<file path="src/pdd_pkg.sv">
// Shared types and constants for the push-dim pulse decoder.
`default_nettype none

package pdd_pkg;

    localparam int CFG_INDEX_W = 3;
    localparam int CFG_DATA_W  = 16;
    localparam int RUN_W       = 8;
    localparam int ACTIVE_W    = 16;
    localparam int EVENT_W     = 2;

    // Configuration register indexes
    localparam logic [CFG_INDEX_W-1:0] CFG_LOW_QUALIFY  = 3'd0;
    localparam logic [CFG_INDEX_W-1:0] CFG_GAP_QUALIFY  = 3'd1;
    localparam logic [CFG_INDEX_W-1:0] CFG_GAP_TIMEOUT  = 3'd2;
    localparam logic [CFG_INDEX_W-1:0] CFG_LONG_FIRST   = 3'd3;
    localparam logic [CFG_INDEX_W-1:0] CFG_LONG_REPEAT  = 3'd4;

    // Reset values of the configuration registers
    localparam logic [RUN_W-1:0]    LOW_QUALIFY_RST = 8'd3;
    localparam logic [RUN_W-1:0]    GAP_QUALIFY_RST = 8'd6;
    localparam logic [RUN_W-1:0]    GAP_TIMEOUT_RST = 8'd51;
    localparam logic [ACTIVE_W-1:0] LONG_FIRST_RST  = 16'd1001;
    localparam logic [ACTIVE_W-1:0] LONG_REPEAT_RST = 16'd301;

    localparam logic [RUN_W-1:0]    RUN_MAX    = {RUN_W{1'b1}};
    localparam logic [ACTIVE_W-1:0] ACTIVE_MAX = {ACTIVE_W{1'b1}};

    // Event codes
    localparam logic [EVENT_W-1:0] EV_NONE   = 2'd0;
    localparam logic [EVENT_W-1:0] EV_TOGGLE = 2'd1;
    localparam logic [EVENT_W-1:0] EV_STEP   = 2'd2;

    typedef enum logic [4:0] {
        PH_IDLE      = 5'b00001,
        PH_FIRST_LOW = 5'b00010,
        PH_GAP       = 5'b00100,
        PH_ACTIVE    = 5'b01000,
        PH_LONG      = 5'b10000
    } phase_t;

    typedef struct packed {
        logic [RUN_W-1:0]    low_qualify;
        logic [RUN_W-1:0]    gap_qualify;
        logic [RUN_W-1:0]    gap_timeout;
        logic [ACTIVE_W-1:0] long_first;
        logic [ACTIVE_W-1:0] long_repeat;
    } cfg_t;

    typedef struct packed {
        phase_t              phase;
        logic [RUN_W-1:0]    low_run;
        logic [RUN_W-1:0]    high_run;
        logic [ACTIVE_W-1:0] active_low_count;
        logic                direction_up;
    } dec_state_t;

endpackage

`default_nettype wire

</file>
<file path="src/pdd_sample_if.sv">
// Input channel carrying one sampled line level per transaction.
`default_nettype none

interface pdd_sample_if;
    logic valid;
    logic ready;
    logic line_high;

    modport source (output valid, output line_high, input ready);
    modport sink (input valid, input line_high, output ready);
endinterface

`default_nettype wire

</file>
<file path="src/pdd_result_if.sv">
// Output channel carrying one decoded event per transaction.
`default_nettype none

interface pdd_result_if;
    import pdd_pkg::*;
    logic               valid;
    logic               ready;
    logic [EVENT_W-1:0] event_code;
    logic               dim_up;

    modport source (output valid, output event_code, output dim_up, input ready);
    modport sink (input valid, input event_code, input dim_up, output ready);
endinterface

`default_nettype wire

</file>
<file path="src/pdd_cfg_if.sv">
// Configuration write channel: register index and write data.
`default_nettype none

interface pdd_cfg_if;
    import pdd_pkg::*;
    logic                   valid;
    logic                   ready;
    logic [CFG_INDEX_W-1:0] index;
    logic [CFG_DATA_W-1:0]  data;

    modport source (output valid, output index, output data, input ready);
    modport sink (input valid, input index, input data, output ready);
endinterface

`default_nettype wire

</file>
<file path="src/push_dim_pulse_decoder_core.sv">
// Top level of the push-dim pulse decoder core.
// Usage:
//   sample_ch  - one transaction per timer tick carrying the sampled line level
//                (line_high = 1 means the line is high).
//   result_ch  - exactly one transaction per accepted sample: event_code
//                (none, toggle or level step) and dim_up, the dimming direction
//                after that tick.
//   cfg_ch     - register writes, index 0..4 in the order low_qualify,
//                gap_qualify, gap_timeout, long_first, long_repeat. Always ready;
//                indexes above 4 are ignored. Write only while the core is idle.
// Latency: the result of a sample is valid in the cycle after it is accepted.
// Throughput: one sample per cycle when not stalled; the whole decode of a sample
//   is one pass through the step logic into the state and result registers.
// Reset: the phase returns to idle, all run counters clear, the direction is
//   down and the registers take their default values. No result is pending.
// Stall: the result register holds while the receiver stalls; a new sample is
//   still accepted in the cycle the held result is taken.
`default_nettype none

module push_dim_pulse_decoder_core
    import pdd_pkg::*;
(
    input  wire logic   clk,
    input  wire logic   rst_n,
    pdd_sample_if.sink  sample_ch,
    pdd_result_if.source result_ch,
    pdd_cfg_if.sink     cfg_ch
);

    cfg_t               cfg;
    dec_state_t         state_reg;
    dec_state_t         state_next;
    logic [EVENT_W-1:0] event_next;
    logic               sample_accept;

    logic               out_valid_reg;
    logic [EVENT_W-1:0] out_event_reg;
    logic               out_dim_up_reg;

    pdd_cfg_regs u_cfg_regs (
        .clk    (clk),
        .rst_n  (rst_n),
        .cfg_ch (cfg_ch),
        .cfg    (cfg)
    );

    pdd_step u_step (
        .cur        (state_reg),
        .line_high  (sample_ch.line_high),
        .cfg        (cfg),
        .nxt        (state_next),
        .event_code (event_next)
    );

    // Take a new sample whenever the result register is empty or being drained.
    assign sample_ch.ready = !out_valid_reg || result_ch.ready;
    assign sample_accept   = sample_ch.valid && sample_ch.ready;

    assign result_ch.valid      = out_valid_reg;
    assign result_ch.event_code = out_event_reg;
    assign result_ch.dim_up     = out_dim_up_reg;

    // Advance the decoder state only on an accepted sample.
    always_ff @(posedge clk or negedge rst_n)
    begin
        if (!rst_n)
        begin
            state_reg.phase            <= PH_IDLE;
            state_reg.low_run          <= '0;
            state_reg.high_run         <= '0;
            state_reg.active_low_count <= '0;
            state_reg.direction_up     <= 1'b0;
        end
        else if (sample_accept)
        begin
            state_reg <= state_next;
        end
    end

    always_ff @(posedge clk or negedge rst_n)
    begin
        if (!rst_n)
        begin
            out_valid_reg <= 1'b0;
        end
        else if (sample_accept)
        begin
            out_valid_reg <= 1'b1;
        end
        else if (result_ch.ready)
        begin
            out_valid_reg <= 1'b0;
        end
    end

    // Result payload needs no reset; it is qualified by out_valid_reg.
    always_ff @(posedge clk)
    begin
        if (sample_accept)
        begin
            out_event_reg  <= event_next;
            out_dim_up_reg <= state_next.direction_up;
        end
    end

`ifndef SYNTH
    // A level step always leaves the decoder in the long phase with a fresh count.
    a_step_to_long: assert property (@(posedge clk) disable iff (!rst_n)
        (sample_accept && event_next == EV_STEP) |=>
            (state_reg.phase == PH_LONG && state_reg.active_low_count == '0))
        else $error("level step without entering long phase");

    // A toggle ends the activity.
    a_toggle_idle: assert property (@(posedge clk) disable iff (!rst_n)
        (sample_accept && event_next == EV_TOGGLE) |=> state_reg.phase == PH_IDLE)
        else $error("toggle without dropping to idle");

    // The direction flips only when a long activation ends.
    a_dir_flip: assert property (@(posedge clk) disable iff (!rst_n)
        (sample_accept && state_next.direction_up != state_reg.direction_up) |=>
            (state_reg.phase == PH_IDLE && state_reg.high_run == '0))
        else $error("direction changed outside a long release");

    // The low and high runs never count at the same time.
    a_runs_exclusive: assert property (@(posedge clk) disable iff (!rst_n)
        !(state_reg.low_run != '0 && state_reg.high_run != '0))
        else $error("low and high runs both nonzero");

    // An empty result register never blocks the input.
    a_ready_when_empty: assert property (@(posedge clk) disable iff (!rst_n)
        !out_valid_reg |-> sample_ch.ready)
        else $error("input stalled with empty result register");
`endif

endmodule

`default_nettype wire

</file>
<file path="src/pdd_cfg_regs.sv">
// Configuration register file of the push-dim pulse decoder.
`default_nettype none

module pdd_cfg_regs
    import pdd_pkg::*;
(
    input  wire logic clk,
    input  wire logic rst_n,
    pdd_cfg_if.sink   cfg_ch,
    output cfg_t      cfg
);

    cfg_t cfg_reg;
    cfg_t cfg_next;

    assign cfg_ch.ready = 1'b1;
    assign cfg         = cfg_reg;

    always_comb
    begin
        cfg_next = cfg_reg;
        if (cfg_ch.valid)
        begin
            case (cfg_ch.index)
                CFG_LOW_QUALIFY: cfg_next.low_qualify = cfg_ch.data[RUN_W-1:0];
                CFG_GAP_QUALIFY: cfg_next.gap_qualify = cfg_ch.data[RUN_W-1:0];
                CFG_GAP_TIMEOUT: cfg_next.gap_timeout = cfg_ch.data[RUN_W-1:0];
                CFG_LONG_FIRST:  cfg_next.long_first  = cfg_ch.data[ACTIVE_W-1:0];
                CFG_LONG_REPEAT: cfg_next.long_repeat = cfg_ch.data[ACTIVE_W-1:0];
                default:         cfg_next = cfg_reg; // drop out-of-range writes
            endcase
        end
    end

    always_ff @(posedge clk or negedge rst_n)
    begin
        if (!rst_n)
        begin
            cfg_reg.low_qualify <= LOW_QUALIFY_RST;
            cfg_reg.gap_qualify <= GAP_QUALIFY_RST;
            cfg_reg.gap_timeout <= GAP_TIMEOUT_RST;
            cfg_reg.long_first  <= LONG_FIRST_RST;
            cfg_reg.long_repeat <= LONG_REPEAT_RST;
        end
        else
        begin
            cfg_reg <= cfg_next;
        end
    end

endmodule

`default_nettype wire

</file>
<file path="src/pdd_step.sv">
// Next-state and event logic for one sampled line level.
`default_nettype none

module pdd_step
    import pdd_pkg::*;
(
    input  wire dec_state_t    cur,
    input  wire logic          line_high,
    input  wire cfg_t          cfg,
    output dec_state_t         nxt,
    output logic [EVENT_W-1:0] event_code
);

    logic [RUN_W-1:0]    low_inc;
    logic [RUN_W-1:0]    high_inc;
    logic [ACTIVE_W-1:0] active_inc;
    logic                drop;

    assign low_inc    = (cur.low_run == RUN_MAX) ? cur.low_run : cur.low_run + 1'b1;
    assign high_inc   = (cur.high_run == RUN_MAX) ? cur.high_run : cur.high_run + 1'b1;
    assign active_inc = (cur.active_low_count == ACTIVE_MAX) ? cur.active_low_count
                                                             : cur.active_low_count + 1'b1;

    always_comb
    begin
        nxt        = cur;
        event_code = EV_NONE;
        drop       = 1'b0;
        if (line_high)
        begin
            nxt.low_run  = '0;
            nxt.high_run = high_inc;
            case (cur.phase)
                PH_IDLE:
                    nxt.active_low_count = '0;
                PH_FIRST_LOW:
                begin
                    if (high_inc >= cfg.gap_timeout)
                        drop = 1'b1;
                    else if (high_inc >= cfg.gap_qualify)
                    begin
                        nxt.phase            = PH_GAP;
                        nxt.active_low_count = '0;
                    end
                end
                PH_GAP:
                    drop = (high_inc >= cfg.gap_timeout);
                PH_ACTIVE:
                begin
                    if (high_inc >= cfg.gap_timeout)
                    begin
                        drop       = 1'b1;
                        event_code = EV_TOGGLE;
                    end
                end
                PH_LONG:
                begin
                    if (high_inc >= cfg.gap_timeout)
                    begin
                        drop             = 1'b1;
                        nxt.direction_up = ~cur.direction_up;
                    end
                end
                default:
                    drop = 1'b1;
            endcase
        end
        else
        begin
            nxt.high_run = '0;
            nxt.low_run  = low_inc;
            case (cur.phase)
                PH_IDLE:
                begin
                    if (low_inc >= cfg.low_qualify)
                    begin
                        nxt.phase            = PH_FIRST_LOW;
                        nxt.active_low_count = '0;
                    end
                end
                PH_FIRST_LOW:
                    nxt.phase = PH_FIRST_LOW;
                PH_GAP:
                begin
                    if (low_inc >= cfg.low_qualify)
                    begin
                        nxt.phase            = PH_ACTIVE;
                        nxt.active_low_count = '0;
                    end
                end
                PH_ACTIVE:
                begin
                    nxt.active_low_count = active_inc;
                    if (active_inc >= cfg.long_first)
                    begin
                        nxt.phase            = PH_LONG;
                        nxt.active_low_count = '0;
                        event_code           = EV_STEP;
                    end
                end
                PH_LONG:
                begin
                    nxt.active_low_count = active_inc;
                    if (active_inc >= cfg.long_repeat)
                    begin
                        nxt.active_low_count = '0;
                        event_code           = EV_STEP;
                    end
                end
                default:
                    drop = 1'b1;
            endcase
        end
        if (drop)
        begin
            nxt.phase            = PH_IDLE;
            nxt.low_run          = '0;
            nxt.high_run         = '0;
            nxt.active_low_count = '0;
        end
    end

endmodule

`default_nettype wire
</file>
<file path="src/flat_wrapper.sv">
// flat-port wrapper written by rule: the top's interface ports become plain ports
module push_dim_pulse_decoder_core_flat import pdd_pkg::*;
  (clk, rst_n, sample_ch_valid, sample_ch_line_high, sample_ch_ready, result_ch_valid, result_ch_event_code, result_ch_dim_up, result_ch_ready, cfg_ch_valid, cfg_ch_index, cfg_ch_data, cfg_ch_ready);
  pdd_sample_if sample_ch_i ();
  pdd_result_if result_ch_i ();
  pdd_cfg_if cfg_ch_i ();
  input  wire logic clk;
  input  wire logic rst_n;
  input wire logic [$bits(sample_ch_i.valid)-1:0] sample_ch_valid;
  input wire logic [$bits(sample_ch_i.line_high)-1:0] sample_ch_line_high;
  output wire logic [$bits(sample_ch_i.ready)-1:0] sample_ch_ready;
  output wire logic [$bits(result_ch_i.valid)-1:0] result_ch_valid;
  output wire logic [$bits(result_ch_i.event_code)-1:0] result_ch_event_code;
  output wire logic [$bits(result_ch_i.dim_up)-1:0] result_ch_dim_up;
  input wire logic [$bits(result_ch_i.ready)-1:0] result_ch_ready;
  input wire logic [$bits(cfg_ch_i.valid)-1:0] cfg_ch_valid;
  input wire logic [$bits(cfg_ch_i.index)-1:0] cfg_ch_index;
  input wire logic [$bits(cfg_ch_i.data)-1:0] cfg_ch_data;
  output wire logic [$bits(cfg_ch_i.ready)-1:0] cfg_ch_ready;
  assign sample_ch_i.valid = sample_ch_valid;
  assign sample_ch_i.line_high = sample_ch_line_high;
  assign sample_ch_ready = sample_ch_i.ready;
  assign result_ch_valid = result_ch_i.valid;
  assign result_ch_event_code = result_ch_i.event_code;
  assign result_ch_dim_up = result_ch_i.dim_up;
  assign result_ch_i.ready = result_ch_ready;
  assign cfg_ch_i.valid = cfg_ch_valid;
  assign cfg_ch_i.index = cfg_ch_index;
  assign cfg_ch_i.data = cfg_ch_data;
  assign cfg_ch_ready = cfg_ch_i.ready;
  push_dim_pulse_decoder_core u_core (.clk(clk), .rst_n(rst_n), .sample_ch(sample_ch_i), .result_ch(result_ch_i), .cfg_ch(cfg_ch_i));
endmodule
</file>
<file path="config.mk">
export PLATFORM = sky130hd
export DESIGN_NAME = push_dim_pulse_decoder_core_flat
export DESIGN_NICKNAME = d
export VERILOG_FILES = /design/src/pdd_pkg.sv /design/src/pdd_sample_if.sv /design/src/pdd_result_if.sv /design/src/pdd_cfg_if.sv /design/src/push_dim_pulse_decoder_core.sv /design/src/pdd_cfg_regs.sv /design/src/pdd_step.sv /design/src/flat_wrapper.sv
export SDC_FILE = /design/constraint.sdc
export NUM_CORES = 1
export LEC_CHECK = 0
export CORE_MARGIN = 1
export CORE_UTILIZATION = 30
export DETAILED_ROUTE_END_ITERATION = 12
export DONT_BUFFER_PORTS = 1
export PLACE_DENSITY = 0.43
export REMOVE_ABC_BUFFERS = 1
export SLEW_MARGIN = 20
export SYNTH_ARGS = -nofsm -noshare
export SYNTH_HDL_FRONTEND = slang
export SYNTH_HIERARCHICAL = 1
export SYNTH_SLANG_ARGS = --single-unit
</file>
<file path="constraint.sdc">
create_clock -name clk -period 4.5 [get_ports clk]
set_input_delay 0.9 -clock clk [delete_from_list [all_inputs] [get_ports clk]]
set_output_delay 0.9 -clock clk [all_outputs]
set_load 0.01 [all_outputs]
</file>
# [Word-level counts from Yosys, hierarchy flattened]
# Cells that the tools add are included.
[totals] regBits=98 latch_bits=0 ram_bits=0 romBits=0 inputBits=25 out_inout_bits=6 mem_count=0
[classes] addsub=3 n_mul=0 n_div=0 n_lt_le_gt_ge=5 n_eq_ne=22 shifts=0 muxes=34 bitwise=1 reduce_logical=17
[op_table] operator="16-bit two-way mux" n=6
[op_table] operator="37-bit two-way mux" n=2
[op_table] operator="16-bit case mux with 3 select lines" n=1
[op_table] operator="16-bit greater-or-equal comparator" n=2
[op_table] operator="16-bit case mux with 2 select lines" n=1
[op_table] operator="5-bit two-way mux" n=6
[op_table] operator="8-bit greater-or-equal comparator" n=3
[op_table] operator="4-bit inequality test, second input constant" n=5
[op_table] operator="5-bit case mux with 4 select lines" n=1
[op_table] operator="16-bit by 1-bit adder with 16-bit output, second input constant" n=1
[op_table] operator="8-bit by 1-bit adder with 8-bit output, second input constant" n=2
[op_table] operator="16-bit == test, second input constant" n=1
[op_table] operator="8-bit == test, second input constant" n=2
[op_table] operator="8-bit two-way mux" n=2
[op_table] operator="1-bit two-way mux" n=10
[op_table] operator="2-bit AND reduction" n=5
[op_table] operator="5-bit nonzero test" n=2
[op_table] operator="4-bit by 1-bit inequality test with 1-bit output, second input constant" n=2
[op_table] operator="8-bit AND reduction" n=1
[op_table] operator="3-bit by 2-bit == test with 1-bit output, second input constant" n=2
[op_table] operator="2-bit two-way mux" n=3
[op_table] operator="3-bit by 1-bit inequality test with 1-bit output, second input constant" n=2
[op_table] operator="6-bit AND reduction" n=1
[op_table] operator="5-bit by 1-bit == test with 1-bit output, second input constant" n=1
[op_table] operator="18 further kinds" n=18

# [Logic depth before layout (Yosys ltp)]
[depth] ltp_word=8 mapped_depth=19

# [Cells and area by module]
# The synthesis kept the hierarchy.
[by_module_without_submodules] mod="pdd_step" instances=1 cells_each=419 area_per_inst_um2=2726.4 seq_area_each_um2=0.0
[by_module_without_submodules] mod="pdd_cfg_regs" instances=1 cells_each=124 area_per_inst_um2=2173.3 seq_area_each_um2=1426.4
[by_module_without_submodules] mod="push_dim_pulse_decoder_core" instances=1 cells_each=88 area_per_inst_um2=1591.5 seq_area_each_um2=1067.3

# [Least setup slack after synthesis]
# OpenSTA, ideal clock, no wires.
[synth_timing] path_kind="reg2reg" start="register u_core/state_reg[1] in the netlist's numbering" end="register u_core/state_reg[1] in the netlist's numbering" setup_time_ns=0.065 arrival_time_ns=3.847 t_required_ns=4.435 path_slack_ns=0.588 path_stages_with_launch=19 n_path_buf=3 synth_period_minus_slack_ns=3.912 path_cell_list="dfrtp_1 ha_1 and3_1 clkbuf_1 nand4_1 or3_1 clkbuf_1 xnor2_1 ha_1 nand2b_1 a2111oi_0 o31ai_1 a211oi_2 a22oi_1 nor2_2 buf_4 nand2_1 a31oi_1 mux2_2"
[synth_lines] element="start, declared" line_no="push_dim_pulse_decoder_core.sv:31" source="dec_state_t state_reg;"
[synth_lines] element="start signal, assigned" line_no="push_dim_pulse_decoder_core.sv:76" source="state_reg <= state_next;"

==> metrics.yaml <==
run_status:
  status: "completed"
grt:
  track_usage: 0.143
  grt_pass1_wl_microns: 24400
  grt_overflow: 0
  antenna_found_initial: 0
  grt_max_degree: 96
  grt_pass1_vias: 4527
power_and_ir_drop:
  cellPowerDensity_nw_per_um2: 379
  p_leak_uw: 0.00331
  vdd_drop_max_mv: 0.169
yosys:
  seq_area_frac_synth: 0.384
  ys_seq_elements: 98
  synthFlopType: "dfrtp_1"
  async_flop_share: 0.969
  synth_area_leader_cell: "dfrtp_1"
  yosys.area.top_type_share: 0.285
  synth-edff-count: 3
  synth.cell_area_sq_um: 6490
  synth_area_leaders: "dfrtp_1, mux2_2, ha_1"
  yosysWarningCount: 6
  synth_cell_types: 59
  syn_area_per_cell_sq_um: 10.3
  synthCells: 631
final_layout:
  seq_area_sq_um: 2490
  multi_input_area_sq_um: 3700
  fillCellCount: 2134
  area_delta_synth_final_pct: 8.94
  fin_util: 0.335
  drive_gt1_frac: 0.252
  antenna_cells: 0
  largest_reg_flops: 56
  nNetsFinal: 707
clock_tree:
  cts_max_level: 3
  cts_buffers: 9
  root_buffer: "clkbuf_16"
  cts_tree: "built"
  cts_buffer_depth: 2
  clk-insertion-delay-late_ps: 350
  clock-sinks: 98
  cts_hold_buf: 0
  clk_pin_slew_ps: 80
drt:
  drt-initial-drc-count: 208
  post_drt_wl_per_cell_microns: 16.5
  drt_pass1_iterations: 4
  vias: 4520
  antenna_left: 0
  routed_wl_microns: 14900
  viasPerCell: 5.01
  drc: 0
setup_path:
  cp-end-kind: "register"
  r2r_slack_ps: 350
  crit_fanout: 19
  cp.arrival_ps: 4440
  crit_type: "reg2reg"
  cp_data_required_time_ps: 4790
  critPathLaunchType: "register"
min_path:
  hold_class: "in2async"
die:
  num_io_pins: 31
  die_w_microns: 149
  rows: 53
  dieArea_sq_um: 22200
  coreArea_sq_um: 21100
  start_util: 0.308
  dieHeight_microns: 149
place:
  portBuffers: 0
  hpwl_microns: 10700
  gp_congestion: 0.826
timing:
  setup_tns_ps: 0
  finalHoldViolCount: 0
  timing.fmax_mhz: 241
  tightest_slew_ps: 836
  timing.hold.ws_ps: 235
  drv_slew: 0
  fin_skew_ps: 11.2
  fin_crit_sh: 0.923
  setup_viol: 0
  min_period_ps: 4150
  rsz0062_at_grt: "no"
  max-slew-margin-rel: 0.437
run:
  max-cap-violations: 0
[metrics by stage]
step,total power (uW),area (sq um),instances,worst slack [ps]
2_1_floorplan,1730,6340,607,621
3_3_place_gp,1920,6750,886,182
3_5_place_dp,1940,6760,886,119
4_1_cts,2730,7030,902,101
5_1_grt,2870,7070,903,21.3
6_report,2680,7070,903,345
[Yosys cell counts (all sizes together) (15+ instances only)]
cell type and instances:
a21oi 32, and3 15, buf 17, dfrtp 74
dfstp 21, ha 59, inv 58, mux2 97
nand2 36, nand3 22, nor2 48, xnor2 16
[layer usage]
metal / up-vias / wire [microns] / GRT usage
met3: 14 / 501 / 0.0208
met4: 0 / 225 / 0.0556
met5: - / 0 / 0
met1: 2214 / 7610 / 0.205
met2: 77 / 6520 / 0.216
li1: 2215 / - / -
[kinds of logic (layout without fill, tap and decap cells)]
kind of cell,count (synthesis),in the layout,share of synthesized area
simple gates,172,172,0.138
buf+inv,82,79,0.0561
xor+xnor,20,20,0.0270
other cells,1,1,0.000578
fa+ha+maj,59,59,0.114
compound gates,102,102,0.107
mux,97,97,0.173
flops,98,98,0.384
[worst max-delay path, stage by stage, from the launching register on]
cell      delay [ps]
dfrtp_1          490
ha_1             210
and3_1           280
nand4_1          220
nand2b_1         240
nor2_2           250
nor2_1           120
xor2_2           210
ha_1             280
a211o_1          290
a21oi_1          160
o31ai_1          110
a211oi_2         180
buf_4            160
a22oi_1           90
nor2_2            90
buf_4            230
nand3_1          100
a31oi_1          190
mux2_2           170
[where the power goes]
part / switching [uW] / total, uW / internal [uW]
Clock: 369 / 755 / 385
Sequential: 108 / 1170 / 1060
Combinational: 400 / 758 / 359
[worst paths after layout]
check | endpoint | from | cells after the start
max in group asynchronous | u_core/u_cfg_regs/cfg[21] | rst_n | 0
min | u_core/u_cfg_regs/cfg[27] | rst_n | 0
min in group clk | u_core/u_cfg_regs/cfg[55] | u_core/u_cfg_regs/cfg[55] | 1
min reg2reg | u_core/u_cfg_regs/cfg[55] | u_core/u_cfg_regs/cfg[55] | 1
max | u_core/state_reg[1] | u_core/state_reg[1] | 19
max reg2reg | u_core/state_reg[1] | u_core/state_reg[1] | 19
[placed cells by master (no fill, tap or decap), types with 12 or more instances in the layout]
cell      n
dfrtp_1  74
ha_1     59
nand2_1  35
a22oi_1  12
a21oi_1  31
dfstp_2  21
xnor2_1  15
inv_1    58
o21ai_0  13
mux2_2   88
nand3_1  22
nor2_1   46
and3_1   15
[repair_timing]
action	4_1_cts	5_1_grt
gates resized for setup	0	7
setup buffers	0	1
setup endpoints to repair	0	19
[final cells by class]
| type | count | area share |
|---|---|---|
| clock inverters | 5 | 0.00637 |
| clock buffers | 11 | 0.0329 |
| inverters | 58 | 0.0308 |
| repair buffers | 5 | 0.00531 |
| multi-input cells | 451 | 0.523 |
| well taps | 275 | 0.0487 |
| flip-flops and latches | 98 | 0.353 |
Note: power is estimated with default switching activity, not from simulation.
